--- src/hw/rtl/alias_method_sampler_assert.svh ---
// ----------------------------------------------------------------------------
// alias_method_sampler_assert.svh
// Assertion macros for the alias-method sampler; empty in synthesis.
// ----------------------------------------------------------------------------
`ifndef ALIAS_METHOD_SAMPLER_ASSERT_SVH
`define ALIAS_METHOD_SAMPLER_ASSERT_SVH
`ifndef SYNTHESIS
// check on clk, skipped while rst_n is low
`define AMS_ASSERT(lbl, prop) \
  lbl: assert property (@(posedge clk) disable iff (!rst_n) (prop)) \
    else $error("alias sampler check failed");
// check on clk, also active during reset
`define AMS_ASSERT_RST(lbl, prop) \
  lbl: assert property (@(posedge clk) (prop)) \
    else $error("alias sampler reset check failed");
`else
`define AMS_ASSERT(lbl, prop)
`define AMS_ASSERT_RST(lbl, prop)
`endif
`endif

--- src/hw/rtl/ams_ram.sv ---
// ----------------------------------------------------------------------------
// ams_ram
// Generic simple dual-port RAM, one write port, one registered read port.
// ----------------------------------------------------------------------------
module ams_ram #(
  parameter int WIDTH = 8,
  parameter int DEPTH = 16
) (
  input  logic                     clk,
  input  logic                     we,
  input  logic [$clog2(DEPTH)-1:0] waddr,
  input  logic [WIDTH-1:0]         wdata,
  input  logic [$clog2(DEPTH)-1:0] raddr,
  output logic [WIDTH-1:0]         rdata
);

  logic [WIDTH-1:0] mem [DEPTH];
  logic [WIDTH-1:0] rdata_r;

  always_ff @(posedge clk) begin
    if (we) begin
      mem[waddr] <= wdata;
    end
    rdata_r <= mem[raddr];
  end

  assign rdata = rdata_r;

endmodule

--- config.mk ---
export PLATFORM = sky130hd
export DESIGN_NAME = ams_ram
export DESIGN_NICKNAME = d
export VERILOG_FILES = /design/src/hw/rtl/alias_method_sampler_assert.svh /design/src/hw/rtl/ams_ram.sv
export SDC_FILE = /design/constraint.sdc
export NUM_CORES = 1
export LEC_CHECK = 0
export ABC_CLOCK_PERIOD_IN_PS = 4300
export BUFFER_PORTS_ARGS = -buffer_cell sky130_fd_sc_hd__buf_2
export CORE_UTILIZATION = 65
export DETAILED_ROUTE_END_ITERATION = 10
export PLACE_DENSITY = 0.91
export SYNTH_ARGS = -nofsm -noshare
export SYNTH_HDL_FRONTEND = slang
export SYNTH_SLANG_ARGS = --single-unit
--- constraint.sdc ---
create_clock -name clk -period 4.3 [get_ports clk]
set_input_delay 0.43 -clock clk [delete_from_list [all_inputs] [get_ports clk]]
set_output_delay 0.43 -clock clk [all_outputs]
set_load 0.005 [all_outputs]
==> results.txt <==
Diodes inserted: 0
Hold Path End: mem[4][6]
GPL Wtd Cong: 0.780
share of cells above drive strength 1: 0.278
Yosys cell types: 19
GRT Total Usage: 0.277
nets: 282
Syn Nets: 247
clock tree buffer depth: 2
Min-Delay Path Class: input pin to flop
Leak Pwr: 1.99 nW
fin. max-slew vios: 0
Worst Hold Depth: 1
Via Count: 2516
RR Startpoint: mem[1][3]
worst reg-to-reg path cell count: 3
Post-route DRC: 0
Cells after Synth: 229
CP Cell Sequence: buf_2 > or3b_2 > nor3_1
# setup viols final: 0
die footprint: 8280 um^2
#FFs+latches synth: 136
H-tree levels: 4
Net Sw Power: 0.000612 W
hpwl dp: 5770 um
initial drt markers: 238
sequential standard cell area: 4000 um^2
fmax: 504 MHz
Pwr Density: 522 nW/um^2
CTS Sinks: 136
VDD IR-drop max: 0.000366 V
final WL: 10300 um
synthesized area per cell: 22.5 um^2
share of power burned in registers: 0.481
crit-path max cell delay: 1.04 ns
largest net degree at the start of global routing: 33
kind of critical path: input pin to flop
vias in the first global route: 2518
Synthesis Warnings: 0
Critical Path Fanout Max: 8
setup_tns: 0 ns
total congestion overflow: 0
P&R area growth vs syn: 15.4%
Rows: 32
drt wl/cell: 27.2 um
multi-input logic area: 1070 um^2
RSZ-0062 raised after global routing: no
initial core utilization: 0.670
Routed Antenna Nets: 0
Resize count post-CTS: 0
status: finished, final reports clean
max_slew headroom: 0.0888
Critical Path Source Type: input pin
Setup Skew: 0.00504 ns
Placeable Area: 7690 um^2
Comb pwr share: 0.042
reg-to-reg setup timing slack: 2.89 ns
drt pass-1 iters: 5
antenna violations before repair: 0
min-delay src: wdata[6]
Clk network pwr share: 0.477
crit share post-route: 0.461
Hold-fix buffers, CTS: 0
Root Buffer: clkbuf_8
Internal Power: 0.00249 W
clock-pin slew on the worst setup and hold paths: 0.06 ns
first-pass GRT wire length: 15500 um
worst reg2reg endpoint: rdata[3]
Hold Slack: 0.302 ns
die span in x: 91.0 um
CTS Buf Count: 17
Crit-path slowest cell: nor3_1
endpoint class of the critical path: flop
max cap viols: 0
worst-margin pin slew: 1.36 ns
fill cell count: 397
min Tclk post-route: 1.98 ns
postcts setup bufs: 0
mean number of vias per cell: 6.64
CTS tree: done
Netlist Area Pre-Place: 5150 um^2
Util after Layout: 0.773
Hold Vio Cnt, Final: 0
num ports: 26
IO buf count: 25
Skew-Pair Late Insertion Delay: 0.52 ns
Worst EP required: 4.42 ns
sw frac: 0.197
Die Ht: 91.0 um
crit path DAT: 2.11 ns
sequential share of the synthesized area: 0.778
[critical path: cells and delay by family]
kind / cells / cell delay, ns
buf+inv: 1 / 0.12
simple gates: 2 / 1.55
[layer usage]
layer / global-route usage / part of all wire / wire [um]
met4: 0.118 / 0.031 / 320
met2: 0.421 / 0.49 / 5080
met3: 0.0787 / 0.081 / 838
met5: 0 / 0 / 0
met1: 0.385 / 0.39 / 4060
[power groups by stage]
stage | Combinational, W | Clock (W) | Sequential (W)
after floorplan | 0.0000752 | 0 | 0.00152
after global placement | 0.000122 | 0 | 0.00152
after detailed placement | 0.000128 | 0 | 0.00152
after CTS | 0.000131 | 0.00149 | 0.00149
after global routing | 0.000138 | 0.00154 | 0.00149
final | 0.000130 | 0.00148 | 0.00149
[worst max path at each step]
stage | end | slack, ns | from
floorplan | mem[0][0] | 2.38 | waddr[2]
global placement | mem[0][2] | 1.83 | waddr[2]
detailed placement | mem[0][2] | 1.77 | waddr[2]
CTS | mem[0][7] | 2.30 | waddr[2]
global route | mem[0][0] | 2.29 | waddr[2]
finish | mem[0][2] | 2.32 | waddr[2]
[cell families after synthesis]
family / after synthesis / synth area share
AO/OA/AOI/OAI: 16 / 0.0233
buffers and inverters: 10 / 0.0168
flip-flops: 136 / 0.778
multiplexers: 32 / 0.150
AND/OR/NAND/NOR: 35 / 0.0318
[through the flow]
| stage | power (W) | instance area [um^2] | setup WS (ns) | instances |
|---|---|---|---|---|
| 2_1_floorplan | 0.00159 | 5150 | 2.38 | 229 |
| 4_1_cts | 0.00311 | 5940 | 2.30 | 379 |
| 6_report | 0.00310 | 5940 | 2.32 | 379 |
| 3_5_place_dp | 0.00165 | 5330 | 1.77 | 347 |
| 3_3_place_gp | 0.00164 | 5330 | 1.83 | 347 |
| 5_1_grt | 0.00317 | 5940 | 2.29 | 379 |
[state kept, by name, summed over array words and instances (netlist names)]
name   cells
mem      128
rdata      8
[synth_stat cells (all sizes together)]
cell	n	area, um^2
edfxtp	128	3840
mux4	32	773
a22oi	16	120
nor2	13	48.8
nand2	9	33.8
dfxtp	8	160
buf	7	56.3
nor3	4	20.0
clkdlybuf4s25	3	30.0
nand2b	2	12.5
nand3b	2	15.0
and2	1	6.26
and2b	1	7.51
nand3	1	5.00
nor2b	1	6.26
or3b	1	8.76
[placed cells by master (no fill, tap or decap), types with 3 or more instances in the layout]
cell type,instances
mux4_1,14
edfxtp_1,128
clkinvlp_4,3
clkbuf_16,16
dfxtp_1,8
clkinv_2,3
bufinv_16,4
a22oi_1,16
nor2_1,13
buf_2,25
mux4_2,18
nand2_1,9
[area by class of cell]
type,count,area share
clock inverters,12,0.0295
flip-flops and latches,136,0.674
well taps,102,0.0215
repair buffers,26,0.0223
clock buffers,20,0.0733
multi-input cells,83,0.180
(Power assumes the default switching activity.)
