### config.mk
export PLATFORM = sky130hd
export DESIGN_NAME = ams_div
export DESIGN_NICKNAME = d
export VERILOG_FILES = /design/src/hw/rtl/alias_method_sampler_assert.svh /design/src/hw/rtl/ams_div.sv
export SDC_FILE = /design/constraint.sdc
export NUM_CORES = 1
export LEC_CHECK = 0
export BUFFER_PORTS_ARGS = -buffer_cell sky130_fd_sc_hd__buf_2
export CELL_PAD_IN_SITES_DETAIL_PLACEMENT = 1
export CELL_PAD_IN_SITES_GLOBAL_PLACEMENT = 1
export CORE_MARGIN = 2
export CORE_UTILIZATION = 40
export DETAILED_ROUTE_END_ITERATION = 6
export PLACE_DENSITY_LB_ADDON = 0.3
export SKIP_LAST_GASP = 1
export SYNTH_ARGS = -nofsm -noshare
export SYNTH_HDL_FRONTEND = slang
export SYNTH_SLANG_ARGS = --single-unit
### constraint.sdc
create_clock -name clk -period 2.9 [get_ports clk]
set_input_delay 0.29 -clock clk [delete_from_list [all_inputs] [get_ports clk]]
set_output_delay 0.29 -clock clk [all_outputs]
set_load 0.01 [all_outputs]
### src/hw/rtl/alias_method_sampler_assert.svh
// ----------------------------------------------------------------------------
// alias_method_sampler_assert.svh
// Assertion macros for the alias-method sampler; empty in synthesis.
// ----------------------------------------------------------------------------
`ifndef ALIAS_METHOD_SAMPLER_ASSERT_SVH
`define ALIAS_METHOD_SAMPLER_ASSERT_SVH
`ifndef SYNTHESIS
// check on clk, skipped while rst_n is low
`define AMS_ASSERT(lbl, prop) \
  lbl: assert property (@(posedge clk) disable iff (!rst_n) (prop)) \
    else $error("alias sampler check failed");
// check on clk, also active during reset
`define AMS_ASSERT_RST(lbl, prop) \
  lbl: assert property (@(posedge clk) (prop)) \
    else $error("alias sampler reset check failed");
`else
`define AMS_ASSERT(lbl, prop)
`define AMS_ASSERT_RST(lbl, prop)
`endif
`endif

### src/hw/rtl/ams_div.sv
// ----------------------------------------------------------------------------
// ams_div
// Restoring divider, one quotient bit per cycle, done pulses at the end.
// ----------------------------------------------------------------------------
module ams_div #(
  parameter int DVD_W = 43,
  parameter int DVS_W = 26
) (
  input  logic             clk,
  input  logic             rst_n,
  input  logic             start,
  input  logic [DVD_W-1:0] dividend,
  input  logic [DVS_W-1:0] divisor,
  output logic             done,
  output logic [DVD_W-1:0] quotient
);

  localparam int CW = $clog2(DVD_W + 1);

  logic [DVD_W-1:0] dvd_r, dvd_nxt;
  logic [DVD_W-1:0] q_r, q_nxt;
  logic [DVS_W:0]   rem_r, rem_nxt;
  logic [DVS_W-1:0] dvs_r;
  logic [CW-1:0]    cnt_r, cnt_nxt;
  logic             busy_r, busy_nxt;
  logic             done_r, done_nxt;
  logic [DVS_W:0]   rem_sh;

  always_comb begin
    dvd_nxt  = dvd_r;
    q_nxt    = q_r;
    rem_nxt  = rem_r;
    cnt_nxt  = cnt_r;
    busy_nxt = busy_r;
    done_nxt = 1'b0;
    rem_sh   = {rem_r[DVS_W-1:0], dvd_r[DVD_W-1]};
    if (start) begin
      dvd_nxt  = dividend;
      q_nxt    = '0;
      rem_nxt  = '0;
      cnt_nxt  = CW'(DVD_W);
      busy_nxt = 1'b1;
    end else if (busy_r) begin
      dvd_nxt = {dvd_r[DVD_W-2:0], 1'b0};
      if (rem_sh >= {1'b0, dvs_r}) begin
        rem_nxt = rem_sh - {1'b0, dvs_r};
        q_nxt   = {q_r[DVD_W-2:0], 1'b1};
      end else begin
        rem_nxt = rem_sh;
        q_nxt   = {q_r[DVD_W-2:0], 1'b0};
      end
      cnt_nxt = cnt_r - CW'(1);
      if (cnt_r == CW'(1)) begin
        busy_nxt = 1'b0;
        done_nxt = 1'b1;
      end
    end
  end

  always_ff @(posedge clk) begin
    if (!rst_n) begin
      busy_r <= 1'b0;
      done_r <= 1'b0;
      cnt_r  <= '0;
    end else begin
      busy_r <= busy_nxt;
      done_r <= done_nxt;
      cnt_r  <= cnt_nxt;
    end
    dvd_r <= dvd_nxt;
    q_r   <= q_nxt;
    rem_r <= rem_nxt;
    if (start) begin
      dvs_r <= divisor;
    end
  end

  assign done     = done_r;
  assign quotient = q_r;

endmodule

==> results_dict.tcl <==
set metrics [dict create \
    cp.depth 12 \
    antenna_found_initial 1 \
    ant_nets 0 \
    finalHoldViolCount 0 \
    syn_area_um2 7100 \
    rsz0062_at_grt "true" \
    cp-start-kind "register" \
    track_usage_pct 18.9 \
    power.internal_w 0.00382 \
    dp_hpwl_um 12000 \
    drcViolationCount 0 \
    crit_fanout 3 \
    outcome "complete, no violations" \
    startpoint "dvd_r[42]" \
    routed_wl_um 17300 \
    placedCellCount 992 \
    pwr-share-seq_pct 44.6 \
    synth_area_per_cell_um2 10.8 \
    syn-num-nets 761 \
    synth-seq-cells 146 \
    maxCapViolCount 0 \
    drt-pass1-iter-count 4 \
    rows 48 \
    cp-endpoint "rem_r[18]" \
    gp_congestion 0.878 \
    reg2regPathDepth 12 \
    slew_headroom_pct 38.2 \
    wl_per_cell_um 16.8 \
    period_needed_ns 2.90 \
    cts_buffers 17 \
    port_buffers 115 \
    n_fill_cell 1912 \
    yosysWarnings 0 \
    cts_buffer_depth 2 \
    place_area_um2 8000 \
    drv_slew 0 \
    die_w_um 137 \
    synth_edf_count 69 \
    ff2ff_setup_slack_ns 0.002 \
    ir_drop_mv 0.433 \
    powerDensity_nw_per_um2 611 \
    synth_cells 660 \
    num_vias 5351 \
    cpPeakStageDelay_ns 0.52 \
    ios 116 \
    yosysSeqAreaShare_pct 50.9 \
    layout.cells.most_common_list "buf_2, nor2_1, dfxtp_1" \
    design_area_um2 8700 \
    fp.dieArea_um2 18800 \
    clock_sinks 146 \
    holdBufCountCts 0 \
    crit_required_ns 3.18 \
    worst_setup_path_end_kind "register" \
    grt_pass1_vias 5598 \
    layout_worst_path_cycle_share_pct 99.9 \
    rr_startpoint "dvd_r[42]" \
    power.share.clock_pct 40.8 \
    multi_input_area_um2 3270 \
    routed_via_density 5.18 \
    p_switching_w 0.00150 \
    r2r-end "rem_r[18]" \
    gr-total-overflow 0 \
    die_y_um 137 \
    hold_ws_ns 0.0314 \
    ff_latch_area_um2 3620 \
    final_common_cell "buf_2" \
    drt_iter0_markers 229 \
    fin_cells 1033 \
    layout-drive-gt1-share_pct 29.8 \
    clkLatencyLatePin_ns 0.43 \
    nets 896 \
    critPathSlowestCell "or4_4" \
    synth_async_sr_flop_share_pct 0 \
    worstPathCellList "inv_1 > ha_2 > inv_2 > fa_2 > a211oi_2 > o21a_1 > nor4_2 > a21oi_2 > a31oi_1 > or4_4 > a211oi_4 > nor4_2" \
    start_util_pct 40.9 \
    clk_pin_slew_ns 0.07 \
    area_growth_syn_to_layout_pct 22.5 \
    synth_ff_type "dfxtp_1" \
    setup_tns_ns 0 \
    finalClockSkew_ns 0.00884 \
    coreArea_um2 17400 \
    power_frac_comb_pct 14.6 \
    diodes 0 \
    setup_viol 0 \
    grt_max_degree 67 \
    tightest_slew_ns 0.927 \
    fmax_ghz 0.345 \
    path_delay_family "compound AO/OA/AOI/OAI gates" \
    cts_tree "yes" \
    crit_type "register to register" \
    root_buffer "clkbuf_16" \
    path_common_cell "nor4_2" \
    grt_pass1_wl_um 27800 \
    critPathBufInv 2 \
    cts_max_level 4 \
    synth_cell_types 62 \
    crit_arrival_ns 3.18 \
    hold_path_class "input port to register" \
    p_sw_share_pct 28.2 \
    p_leak_nw 3.72 \
]
[metrics by stage]
stage / total power, W / worst slack, ns / util [%]
2_1_floorplan: 0.00292 / 0.191 / -
3_3_place_gp: 0.00312 / 0.00309 / 46.1
3_5_place_dp: 0.00316 / -0.166 / 46.1
4_1_cts: 0.00536 / 0.0221 / 49.5
5_1_grt: 0.00557 / -0.0958 / 50.1
6_report: 0.00532 / 0.00228 / 50.1
[how the worst min path moves through the flow]
stage                           start         to  cells past startpoint  slack (ns)
after floorplan            divisor[0]   dvs_r[0]                      0        0.39
after global placement     divisor[4]   dvs_r[4]                      1        0.47
after detailed placement   divisor[3]   dvs_r[3]                      1        0.47
after CTS                  divisor[3]   dvs_r[3]                      1        0.01
after global routing      divisor[25]  dvs_r[25]                      1        0.01
final                      divisor[3]   dvs_r[3]                      1        0.03
[sequential cells by signal, summed over array words and instances (netlist names)]
signal / count
quotient: 43
dvs_r: 26
rem_r: 26
busy_r: 1
dvd_r: 43
done: 1
cnt_r: 6
[final cells by class]
type | instances | share of cell area, %
clock buffers | 17 | 4.89
clock inverters | 15 | 1.81
inverters | 38 | 1.64
multi-input cells | 446 | 37.5
flip-flops and latches | 146 | 41.6
well taps | 225 | 3.24
repair buffers | 146 | 9.32
[synth_stat cells (10+ instances only)]
cell type	instances	area (µm²)
nand2_1	35	131
xnor2_1	10	87.6
ha_1	28	350
a21oi_1	26	130
nor2_1	84	315
nand3_1	13	65.1
dfxtp_1	77	1540
mux2i_1	53	531
xor2_1	10	87.6
inv_1	38	143
a211oi_1	17	128
edfxtp_1	69	2070
mux2_2	42	473
clkbuf_1	22	82.6
o21ai_0	11	55.1
[timing repair]
action	CTS	global route
resized for setup	2	13
hold endpoints to repair	0	0
buffers inserted	1	8
endpoints found under the setup margin	4	5
pin swaps	1	11
[power by group through the flow]
stage / Clock (W) / Combinational, W / Sequential (W)
after floorplan: 0 / 0.000536 / 0.00239
after global placement: 0 / 0.000711 / 0.00241
final: 0.00217 / 0.000774 / 0.00237
after detailed placement: 0 / 0.000741 / 0.00242
after global routing: 0.00233 / 0.000855 / 0.00239
after CTS: 0.00224 / 0.000753 / 0.00237
[logic make-up (layout without fill, tap and decap cells)]
logic type / after synthesis / after routing / share of synthesized area [%]
xor gates and xnor gates: 20 / 20 / 2.47
DFF: 146 / 146 / 50.9
adders and majority gates: 29 / 29 / 5.22
AOI/OAI and AO/OA: 118 / 118 / 11.5
muxes: 95 / 95 / 14.1
and+or+nand+nor: 184 / 184 / 11.9
buffers and inverters: 68 / 216 / 3.88
[metal layers]
metal	wire length (µm)	global-route usage, %
met1	7680	23.4
met2	8600	31.7
met3	751	5.45
met4	266	6.01
met5	14	0
[worst register-to-register path, stage by stage, from the launching register on]
cell and delay (ns):
edfxtp_1 0.39, inv_1 0.07, ha_2 0.18, inv_2 0.04, fa_2 0.37, a211oi_2 0.29, o21a_1 0.18, nor4_2 0.06
a21oi_2 0.19, a31oi_1 0.14, or4_4 0.52, a211oi_4 0.26, nor4_2 0.06
Note: power is estimated with default switching activity, not from simulation.
